===== src/sv/spg_pkg.sv =====
// shared types, constants and command codes for the step pulse generator
// no dependencies; imported by spg_front, spg_back and the top level
`default_nettype none

package spg_pkg;

    localparam int HP_W       = 19;
    localparam int CNT_W      = 32;
    localparam int FREQ_W     = 20;
    localparam int CFG_IDX_W  = 2;
    localparam int DIV_CNT_W  = $clog2(HP_W + 1);

    localparam logic [HP_W-1:0] HALF_SEC_TICKS = HP_W'(500000);
    localparam logic [HP_W-1:0] HP_RESET       = HP_W'(500000 / 1000);

    // input opcodes
    localparam logic [2:0] OP_TICK    = 3'd0;
    localparam logic [2:0] OP_START   = 3'd1;
    localparam logic [2:0] OP_STOP    = 3'd2;
    localparam logic [2:0] OP_SET_DIR = 3'd3;
    localparam logic [2:0] OP_SET_FREQ = 3'd4;
    localparam logic [2:0] OP_ENABLE  = 3'd5;
    localparam logic [2:0] OP_DISABLE = 3'd6;

    // configuration register indexes
    localparam logic [CFG_IDX_W-1:0] CFG_DIR_INVERT        = CFG_IDX_W'(0);
    localparam logic [CFG_IDX_W-1:0] CFG_ENABLE_ACTIVE_LOW = CFG_IDX_W'(1);

    typedef enum logic [2:0] {
        K_TICK,
        K_START,
        K_STOP,
        K_SET_DIR,
        K_SET_FREQ,
        K_ENABLE,
        K_DISABLE,
        K_NOP
    } t_kind;

    typedef struct packed {
        t_kind             kind;
        logic [CNT_W-1:0]  target;
        logic              fwd;
        logic [FREQ_W-1:0] freq;
    } t_cmd;

    typedef struct packed {
        logic dir_invert;
        logic enable_active_low;
    } t_cfg;

    typedef struct packed {
        logic             step_level;
        logic             dir_level;
        logic             enable_level;
        logic             running;
        logic [CNT_W-1:0] step_count;
        logic [HP_W-1:0]  half_period;
    } t_result;

    typedef enum logic {
        BK_EXEC,
        BK_DIV
    } t_back_state;

endpackage

`default_nettype wire


===== src/sv/spg_front.sv =====
// front end: decodes opcodes into command kinds and buffers them in a two-entry queue
// depends on spg_pkg
`default_nettype none

module spg_front (
    input  wire               i_clk,
    input  wire               i_rst_n,
    input  wire               push,
    output logic              full,
    input  wire  [2:0]        i_opcode,
    input  wire  [31:0]       i_target_steps,
    input  wire               i_forward,
    input  wire  [19:0]       i_frequency_hz,
    output logic              o_cmd_valid,
    output spg_pkg::t_cmd     o_cmd,
    input  wire               i_cmd_pop
);
    import spg_pkg::*;

    t_cmd       r_queue [2];
    logic       r_head;
    logic       r_tail;
    logic [1:0] r_count;
    logic [1:0] n_count;
    t_cmd       w_cmd;
    logic       w_push;
    logic       w_pop;

    always_comb begin
        w_cmd.target = i_target_steps;
        w_cmd.fwd    = i_forward;
        w_cmd.freq   = i_frequency_hz;
        case (i_opcode)
            OP_TICK:     w_cmd.kind = K_TICK;
            OP_START:    w_cmd.kind = K_START;
            OP_STOP:     w_cmd.kind = K_STOP;
            OP_SET_DIR:  w_cmd.kind = K_SET_DIR;
            OP_SET_FREQ: w_cmd.kind = K_SET_FREQ;
            OP_ENABLE:   w_cmd.kind = K_ENABLE;
            OP_DISABLE:  w_cmd.kind = K_DISABLE;
            default:     w_cmd.kind = K_NOP;
        endcase
    end

    assign full        = (r_count == 2'd2);
    assign o_cmd_valid = (r_count != 2'd0);
    assign o_cmd       = r_queue[r_head];
    assign w_push      = push && !full;
    assign w_pop       = i_cmd_pop && o_cmd_valid;

    always_comb begin
        n_count = r_count;
        if (w_push && !w_pop) begin
            n_count = r_count + 2'd1;
        end else if (w_pop && !w_push) begin
            n_count = r_count - 2'd1;
        end
    end

    always_ff @(posedge i_clk) begin
        if (!i_rst_n) begin
            r_head  <= 1'b0;
            r_tail  <= 1'b0;
            r_count <= 2'd0;
        end else begin
            r_count <= n_count;
            if (w_push) begin
                r_tail <= !r_tail;
            end
            if (w_pop) begin
                r_head <= !r_head;
            end
        end
    end

    always_ff @(posedge i_clk) begin
        if (w_push) begin
            r_queue[r_tail] <= w_cmd;
        end
    end

endmodule

`default_nettype wire


===== src/sv/spg_back.sv =====
// back end: generator state, iterative half-period divider and result register
// depends on spg_pkg
`default_nettype none

module spg_back (
    input  wire                i_clk,
    input  wire                i_rst_n,
    input  wire                i_cmd_valid,
    input  spg_pkg::t_cmd      i_cmd,
    output logic               o_cmd_pop,
    input  spg_pkg::t_cfg      i_cfg,
    input  wire                i_pop,
    output logic               o_out_valid,
    output spg_pkg::t_result   o_result
);
    import spg_pkg::*;

    t_back_state          r_state,   n_state;
    logic [HP_W-1:0]      r_tick,    n_tick;
    logic [HP_W-1:0]      r_hp,      n_hp;
    logic [CNT_W-1:0]     r_issued,  n_issued;
    logic [CNT_W-1:0]     r_target,  n_target;
    logic                 r_run,     n_run;
    logic                 r_step,    n_step;
    logic                 r_fwd,     n_fwd;
    logic                 r_drv_en,  n_drv_en;
    logic [FREQ_W-1:0]    r_divisor, n_divisor;
    logic [FREQ_W-1:0]    r_rem,     n_rem;
    logic [HP_W-1:0]      r_quo,     n_quo;
    logic [DIV_CNT_W-1:0] r_div_cnt, n_div_cnt;
    logic                 r_out_valid, n_out_valid;
    t_result              r_out,     n_out;

    logic                 w_out_free;
    logic                 w_load;
    logic [HP_W-1:0]      w_tick_inc;
    logic [DIV_CNT_W-1:0] w_bit_idx;
    logic [FREQ_W:0]      w_shifted;
    logic                 w_ge;

    assign w_out_free = !r_out_valid || i_pop;
    assign w_tick_inc = r_tick + HP_W'(1);
    assign w_bit_idx  = r_div_cnt - DIV_CNT_W'(1);
    assign w_shifted  = {r_rem, HALF_SEC_TICKS[w_bit_idx[$clog2(HP_W)-1:0]]};
    assign w_ge       = (w_shifted >= {1'b0, r_divisor});

    always_comb begin
        n_state     = r_state;
        n_tick      = r_tick;
        n_hp        = r_hp;
        n_issued    = r_issued;
        n_target    = r_target;
        n_run       = r_run;
        n_step      = r_step;
        n_fwd       = r_fwd;
        n_drv_en    = r_drv_en;
        n_divisor   = r_divisor;
        n_rem       = r_rem;
        n_quo       = r_quo;
        n_div_cnt   = r_div_cnt;
        o_cmd_pop   = 1'b0;
        w_load      = 1'b0;

        case (r_state)
            BK_EXEC: begin
                if (i_cmd_valid && w_out_free) begin
                    o_cmd_pop = 1'b1;
                    w_load    = 1'b1;
                    case (i_cmd.kind)
                        K_TICK: begin
                            if (w_tick_inc >= r_hp) begin
                                n_tick = '0;
                                // one step-phase event
                                if (r_run) begin
                                    if (r_step) begin
                                        n_step = 1'b0;
                                    end else if (r_target != '0 && r_issued >= r_target) begin
                                        n_run = 1'b0;
                                    end else begin
                                        n_step   = 1'b1;
                                        n_issued = r_issued + CNT_W'(1);
                                    end
                                end
                            end else begin
                                n_tick = w_tick_inc;
                            end
                        end
                        K_START: begin
                            n_target = i_cmd.target;
                            n_issued = '0;
                            n_run    = 1'b1;
                            n_step   = 1'b0;
                            n_drv_en = 1'b1;
                        end
                        K_STOP: begin
                            n_run    = 1'b0;
                            n_step   = 1'b0;
                            n_drv_en = 1'b0;
                        end
                        K_SET_DIR: n_fwd = i_cmd.fwd;
                        K_SET_FREQ: begin
                            // result comes out when the divide finishes
                            w_load    = 1'b0;
                            n_divisor = (i_cmd.freq == '0) ? FREQ_W'(1) : i_cmd.freq;
                            n_rem     = '0;
                            n_quo     = '0;
                            n_div_cnt = DIV_CNT_W'(HP_W);
                            n_state   = BK_DIV;
                        end
                        K_ENABLE:  n_drv_en = 1'b1;
                        K_DISABLE: n_drv_en = 1'b0;
                        default: ;
                    endcase
                end
            end
            BK_DIV: begin
                if (r_div_cnt != '0) begin
                    // restoring divide, one quotient bit per cycle
                    n_rem     = w_ge ? FREQ_W'(w_shifted - {1'b0, r_divisor})
                                     : w_shifted[FREQ_W-1:0];
                    n_quo     = {r_quo[HP_W-2:0], w_ge};
                    n_div_cnt = r_div_cnt - DIV_CNT_W'(1);
                end else if (w_out_free) begin
                    n_hp    = (r_quo == '0) ? HP_W'(1) : r_quo;
                    n_tick  = '0;
                    w_load  = 1'b1;
                    n_state = BK_EXEC;
                end
            end
            default: n_state = BK_EXEC;
        endcase

        n_out.step_level   = n_step;
        n_out.dir_level    = n_fwd ^ i_cfg.dir_invert;
        n_out.enable_level = n_drv_en ^ i_cfg.enable_active_low;
        n_out.running      = n_run;
        n_out.step_count   = n_issued;
        n_out.half_period  = n_hp;

        if (w_load) begin
            n_out_valid = 1'b1;
        end else if (i_pop) begin
            n_out_valid = 1'b0;
        end else begin
            n_out_valid = r_out_valid;
        end
    end

    always_ff @(posedge i_clk) begin
        if (!i_rst_n) begin
            r_state     <= BK_EXEC;
            r_tick      <= '0;
            r_hp        <= HP_RESET;
            r_issued    <= '0;
            r_target    <= '0;
            r_run       <= 1'b0;
            r_step      <= 1'b0;
            r_fwd       <= 1'b1;
            r_drv_en    <= 1'b0;
            r_div_cnt   <= '0;
            r_out_valid <= 1'b0;
        end else begin
            r_state     <= n_state;
            r_tick      <= n_tick;
            r_hp        <= n_hp;
            r_issued    <= n_issued;
            r_target    <= n_target;
            r_run       <= n_run;
            r_step      <= n_step;
            r_fwd       <= n_fwd;
            r_drv_en    <= n_drv_en;
            r_div_cnt   <= n_div_cnt;
            r_out_valid <= n_out_valid;
        end
    end

    always_ff @(posedge i_clk) begin
        r_divisor <= n_divisor;
        r_rem     <= n_rem;
        r_quo     <= n_quo;
        if (w_load) begin
            r_out <= n_out;
        end
    end

    assign o_out_valid = r_out_valid;
    assign o_result    = r_out;

endmodule

`default_nettype wire


===== src/sv/stepper_step_pulse_generator.sv =====
// top level of the step/dir/enable pulse generator: config registers and port mapping
// depends on spg_pkg, spg_front and spg_back
//
//  channel   handshake                 payload
//  -------   -----------------------   ------------------------------------------------
//  command   push / full               i_opcode i_target_steps i_forward i_frequency_hz
//  result    pop / empty               o_step_level o_dir_level o_enable_level o_running
//                                      o_step_count o_half_period
//  config    i_cfg_valid / o_cfg_ready i_cfg_index i_cfg_data
//
//  one command per cycle for ticks and all other opcodes except set frequency while
//  the result register is free; set frequency holds the back end while it takes the
//  command, runs 19 steps of the restoring divider and commits the new half period
//  once the result register is free; the two-entry queue absorbs commands meanwhile
//  every accepted command yields exactly one result, taken from a single output register
//  reset is synchronous and active low; no clearing pass is needed after it
`default_nettype none

module stepper_step_pulse_generator (
    input  wire         i_clk,
    input  wire         i_rst_n,
    input  wire         push,
    output logic        full,
    input  wire  [2:0]  i_opcode,
    input  wire  [31:0] i_target_steps,
    input  wire         i_forward,
    input  wire  [19:0] i_frequency_hz,
    output logic        empty,
    input  wire         pop,
    output logic        o_step_level,
    output logic        o_dir_level,
    output logic        o_enable_level,
    output logic        o_running,
    output logic [31:0] o_step_count,
    output logic [18:0] o_half_period,
    input  wire         i_cfg_valid,
    output logic        o_cfg_ready,
    input  wire  [spg_pkg::CFG_IDX_W-1:0] i_cfg_index,
    input  wire         i_cfg_data
);
    import spg_pkg::*;

    t_cfg    r_cfg;
    logic    w_cmd_valid;
    t_cmd    w_cmd;
    logic    w_cmd_pop;
    logic    w_out_valid;
    t_result w_result;

    assign o_cfg_ready = 1'b1;

    always_ff @(posedge i_clk) begin
        if (!i_rst_n) begin
            r_cfg.dir_invert        <= 1'b0;
            r_cfg.enable_active_low <= 1'b1;
        end else if (i_cfg_valid) begin
            case (i_cfg_index)
                CFG_DIR_INVERT:        r_cfg.dir_invert        <= i_cfg_data;
                CFG_ENABLE_ACTIVE_LOW: r_cfg.enable_active_low <= i_cfg_data;
                default: ;
            endcase
        end
    end

    spg_front u_front (
        .i_clk          (i_clk),
        .i_rst_n        (i_rst_n),
        .push           (push),
        .full           (full),
        .i_opcode       (i_opcode),
        .i_target_steps (i_target_steps),
        .i_forward      (i_forward),
        .i_frequency_hz (i_frequency_hz),
        .o_cmd_valid    (w_cmd_valid),
        .o_cmd          (w_cmd),
        .i_cmd_pop      (w_cmd_pop)
    );

    spg_back u_back (
        .i_clk       (i_clk),
        .i_rst_n     (i_rst_n),
        .i_cmd_valid (w_cmd_valid),
        .i_cmd       (w_cmd),
        .o_cmd_pop   (w_cmd_pop),
        .i_cfg       (r_cfg),
        .i_pop       (pop),
        .o_out_valid (w_out_valid),
        .o_result    (w_result)
    );

    assign empty          = !w_out_valid;
    assign o_step_level   = w_result.step_level;
    assign o_dir_level    = w_result.dir_level;
    assign o_enable_level = w_result.enable_level;
    assign o_running      = w_result.running;
    assign o_step_count   = w_result.step_count;
    assign o_half_period  = w_result.half_period;

`ifndef SYNTH
    // a waiting result is never dropped without a pop
    a_result_held: assert property (@(posedge i_clk) disable iff (!i_rst_n)
        (!empty && !pop) |=> !empty)
        else $error("result lost without pop");

    // the half period is never zero
    a_hp_nonzero: assert property (@(posedge i_clk) disable iff (!i_rst_n)
        !empty |-> (o_half_period != '0))
        else $error("half period is zero");

    // step can only be high while the generator runs
    a_step_running: assert property (@(posedge i_clk) disable iff (!i_rst_n)
        (!empty && o_step_level) |-> o_running)
        else $error("step high while not running");

    // the back end never pops from an empty command queue
    a_pop_has_cmd: assert property (@(posedge i_clk) disable iff (!i_rst_n)
        w_cmd_pop |-> w_cmd_valid)
        else $error("command popped from empty queue");
`endif

endmodule

`default_nettype wire


===== config.mk =====
export PLATFORM = sky130hd
export DESIGN_NAME = stepper_step_pulse_generator
export DESIGN_NICKNAME = d
export VERILOG_FILES = /design/src/sv/spg_pkg.sv /design/src/sv/spg_front.sv /design/src/sv/spg_back.sv /design/src/sv/stepper_step_pulse_generator.sv
export SDC_FILE = /design/constraint.sdc
export NUM_CORES = 1
export LEC_CHECK = 0
export ABC_AREA = 1
export BUFFER_PORTS_ARGS = -buffer_cell sky130_fd_sc_hd__buf_4
export CORE_MARGIN = 2
export CORE_UTILIZATION = 55
export DETAILED_ROUTE_END_ITERATION = 6
export PLACE_DENSITY_LB_ADDON = 0.25
export SYNTH_ARGS = -nofsm -noshare
export SYNTH_HDL_FRONTEND = slang
export SYNTH_SLANG_ARGS = --single-unit

===== constraint.sdc =====
create_clock -name i_clk -period 7.43 [get_ports i_clk]
set_input_delay 0.3715 -clock i_clk [delete_from_list [all_inputs] [get_ports i_clk]]
set_output_delay 0.3715 -clock i_clk [all_outputs]
set_load 0.03 [all_outputs]

==> results.md <==
* Status: complete, no violations
* PostCTS Resize Cnt at 0
* Overall routed net length at 37,100 um
* Maximum vdd drop at 0.238 mV
* Clk slew on worst S/H paths at 0.06 ns
* Via-to-Cell Ratio at 5.44
* Skew final at 0.0131 ns
* Warnings from Yosys at 0
* CP max stage cell: clkinv_1
* CTS Hold Bufs at 0
* Mapped Area at 0.0166 mm^2
* Most common cell after layout, fill and taps aside: nand2_1
* Hold path startpoint: i_target_steps[16]
* Setup CP Type: register to register
* Worst Hold Path EP: u_front.r_queue[1][37]
* Sw Ratio at 0.361
* Core footprint at 0.0296 mm^2
* Hold path cells at 1
* Ant diodes at 0
* Worst path cell trace: buf_4 -> clkinv_1 -> or2_2 -> o21ai_0 -> ha_1 -> inv_1 -> nor2_2 -> inv_1 -> nor2_2 -> inv_2 -> nor3_1 -> nand3_1 -> o21ai_1 -> inv_1
* Final hold viol count at 0
* Distinct cells, synth at 53
* Most frequent cells in the layout: nand2_1, inv_1, edfxtp_1, buf_4, dfxtp_1
* Crit Reg-Reg Endpoint: u_back.o_result[40]
* Cell Pwr Density at 334 mW/mm^2
* Chip Width at 178 um
* Initial Util at 0.560
* Comb pwr share at 0.307
* DRC viols at 0
* FF+latch count, synth at 346
* Hpwl dp at 26,600 um
* Max-cap violations at 0
* Global-route wire length before repair at 59,600 um
* FMAX at 210 MHz
* DR WL/cell at 16.0 um
* RSZ-0062 raised after global routing: no
* Clock sinks at 346
* Fillers at 2,392
* Post-Syn Area per Cell at 9.29 um^2
* Number of global-route vias before repair at 11,648
* Root buffer cell: clkbuf_16
* Total power draw at 0.00635 W
* CTS max path bufs at 3
* Routed vias at 12,579
* Clock Power Share at 0.278
* CP most frequent cell: inv_1
* Die area at 0.0316 mm^2
* Pleak at 8.17 nW
* Mapped Nets at 1,933
* Max incr delay on CP at 0.66 ns
* CP max FO at 58
* Seq. cell area at 0.00919 mm^2
* Drt pass-1 iters at 6
* IO buf count at 120
* Largest net degree at the start of global routing at 73
* Critical path endpoint category: register
* Antenna viol nets, final at 0
* Post-synthesis instance total at 1,786
* H-tree depth at 2
* Initial antenna violation count at 0
* Fin crit period at 4.76 ns
* Cell Rows at 63
* TNS Setup at 0 ns
* CTS tree: yes
* Syn-to-layout area delta at 14.4%
* Share of cells above drive strength 1 at 0.123
* P_int at 0.00406 W
* Worst-margin pin slew at 1.11 ns
* Gpl congestion at 0.957
* Slew HR at 0.258
* Switch Pwr at 0.00229 W
* Post-CTS Setup Inserts at 0
* DRT iter0 DRCs at 1,115
* WP data required at 7.71 ns
* Clock Latency Late Sink at 0.53 ns
* Area occupied by multi-input gates at 0.00626 mm^2
* Number of CTS-inserted buffers at 36
* Reg2reg setup slack at 2.67 ns
* Crit path DAT at 5.04 ns
* Final setup vio count at 0
* All-Layer GR Usage at 0.238
* Fin crit share at 0.640
* Smallest hold slack at 0.0284 ns
* Worst R2R Path Depth at 14
* Flop pwr share at 0.415
* Final #Nets at 2,042
* I/O Pins at 122
* Hold Crit Class: input pin to register
* Global route total overflow at 0
* Sequential area share after synthesis at 0.554
* Final Max Slew Viols at 0
* Startpoint Class: register
* Die Ht at 178 um
## sequential cells by signal, indices dropped and copies added (netlist names), named ones only
register / cells
u_front.r_tail: 1
u_back.r_div_cnt: 5
r_cfg: 2
u_back.r_state: 1
u_front.r_count: 2
u_back.r_step: 1
u_back.r_drv_en: 1
u_back.o_result: 55
u_back.r_rem: 20
u_back.r_fwd: 1
u_back.r_tick: 19
u_back.r_hp: 19
u_back.r_divisor: 20
u_front.r_queue: 112
u_front.r_head: 1
u_back.r_target: 32
u_back.o_out_valid: 1
u_back.r_quo: 19
u_back.r_issued: 32
u_back.r_run: 1
## Yosys cell counts, drive strengths merged
cell type  number  share of area
a211oi          1        0.00045
a21boi          1        0.00045
a21o            4         0.0018
a21oi         108          0.033
a221oi          2         0.0011
a22oi          13         0.0062
a31oi          34          0.013
and2            1        0.00038
and3            2        0.00075
buf            24         0.0084
clkbuf         34         0.0077
clkinv          5         0.0011
conb            1        0.00023
dfxtp         120           0.14
edfxtp        226           0.41
fa              1         0.0012
ha             82          0.062
inv           238          0.054
mux2i           3         0.0018
nand2         430          0.098
nand3          75          0.025
nand4          49          0.019
nor2          123          0.033
nor3           23         0.0083
nor3b           2         0.0012
nor4           17         0.0064
o2111ai         1        0.00053
o211ai          7         0.0032
o21a            3         0.0014
o21ai          96          0.029
o21bai          7         0.0034
o22ai           6         0.0023
o41ai           1        0.00053
or2             8         0.0030
xnor2          16         0.0084
xor2           22          0.012
## per-layer routing
metal | vias to the layer above | track usage | wire [um]
li1 | 6247 | - | -
met1 | 5868 | 0.338 | 16600
met2 | 407 | 0.383 | 17300
met3 | 57 | 0.0345 | 2440
met4 | 0 | 0.0618 | 704
met5 | - | 0 | 0
## power by group through the flow
| stage | combinational, W | clock [W] | sequential (W) |
|---|---|---|---|
| 5_1_grt | 0.00214 | 0.00188 | 0.00267 |
| 6_report | 0.00195 | 0.00176 | 0.00264 |
| 4_1_cts | 0.00195 | 0.00180 | 0.00264 |
| 3_3_place_gp | 0.00190 | 0 | 0.00267 |
| 2_1_floorplan | 0.00108 | 0 | 0.00295 |
| 3_5_place_dp | 0.00194 | 0 | 0.00268 |
## worst max-delay path, delay by kind of cell, from the launching register on
| family | cells | cell delay (ns) |
|---|---|---|
| compound gates | 2 | 0.35 |
| buf+inv | 6 | 1.75 |
| flops | 1 | 0.31 |
| fa+ha+maj | 1 | 0.25 |
| simple gates | 5 | 1.84 |
## logic make-up after synthesis
group / count (synthesis) / synth area share
buffers and inverters: 301 / 0.0711
other: 1 / 0.000226
DFF: 346 / 0.554
xor gates and xnor gates: 38 / 0.0205
and+or+nand+nor: 730 / 0.194
AOI/OAI and AO/OA: 284 / 0.0955
muxes: 3 / 0.00181
adders and majority gates: 83 / 0.0630
## how the worst max path moves through the flow
stage | start | endpoint | slack (ns)
final | register | u_back.o_result[40] | 2.67
after global routing | register | u_back.o_result[40] | 2.24
after CTS | register | u_back.o_result[40] | 2.70
after detailed placement | register | u_back.o_result[40] | 2.71
after global placement | register | u_back.o_result[40] | 2.88
after floorplan | register | u_back.o_result[0] | 1.49
## final cells by class
type,instances,area share
clock inverters,17,0.00955
flip-flops and latches,346,0.484
clock buffers,49,0.0521
repair buffers,129,0.0510
well taps,390,0.0257
inverters,243,0.0480
multi-input cells,1139,0.330
## metrics by stage
| step | setup slack, ns | instance area, um^2 | std cells | utilization |
|---|---|---|---|---|
| global route | 2.24 | 19000 | 2313 | 0.641 |
| detailed placement | 2.71 | 17800 | 2247 | 0.601 |
| CTS | 2.70 | 19000 | 2313 | 0.641 |
| floorplan | 1.49 | 16600 | 1786 | - |
| finish | 2.67 | 19000 | 2313 | 0.641 |
| global placement | 2.88 | 17800 | 2247 | 0.601 |
Note: power is estimated with default switching activity, not from simulation.
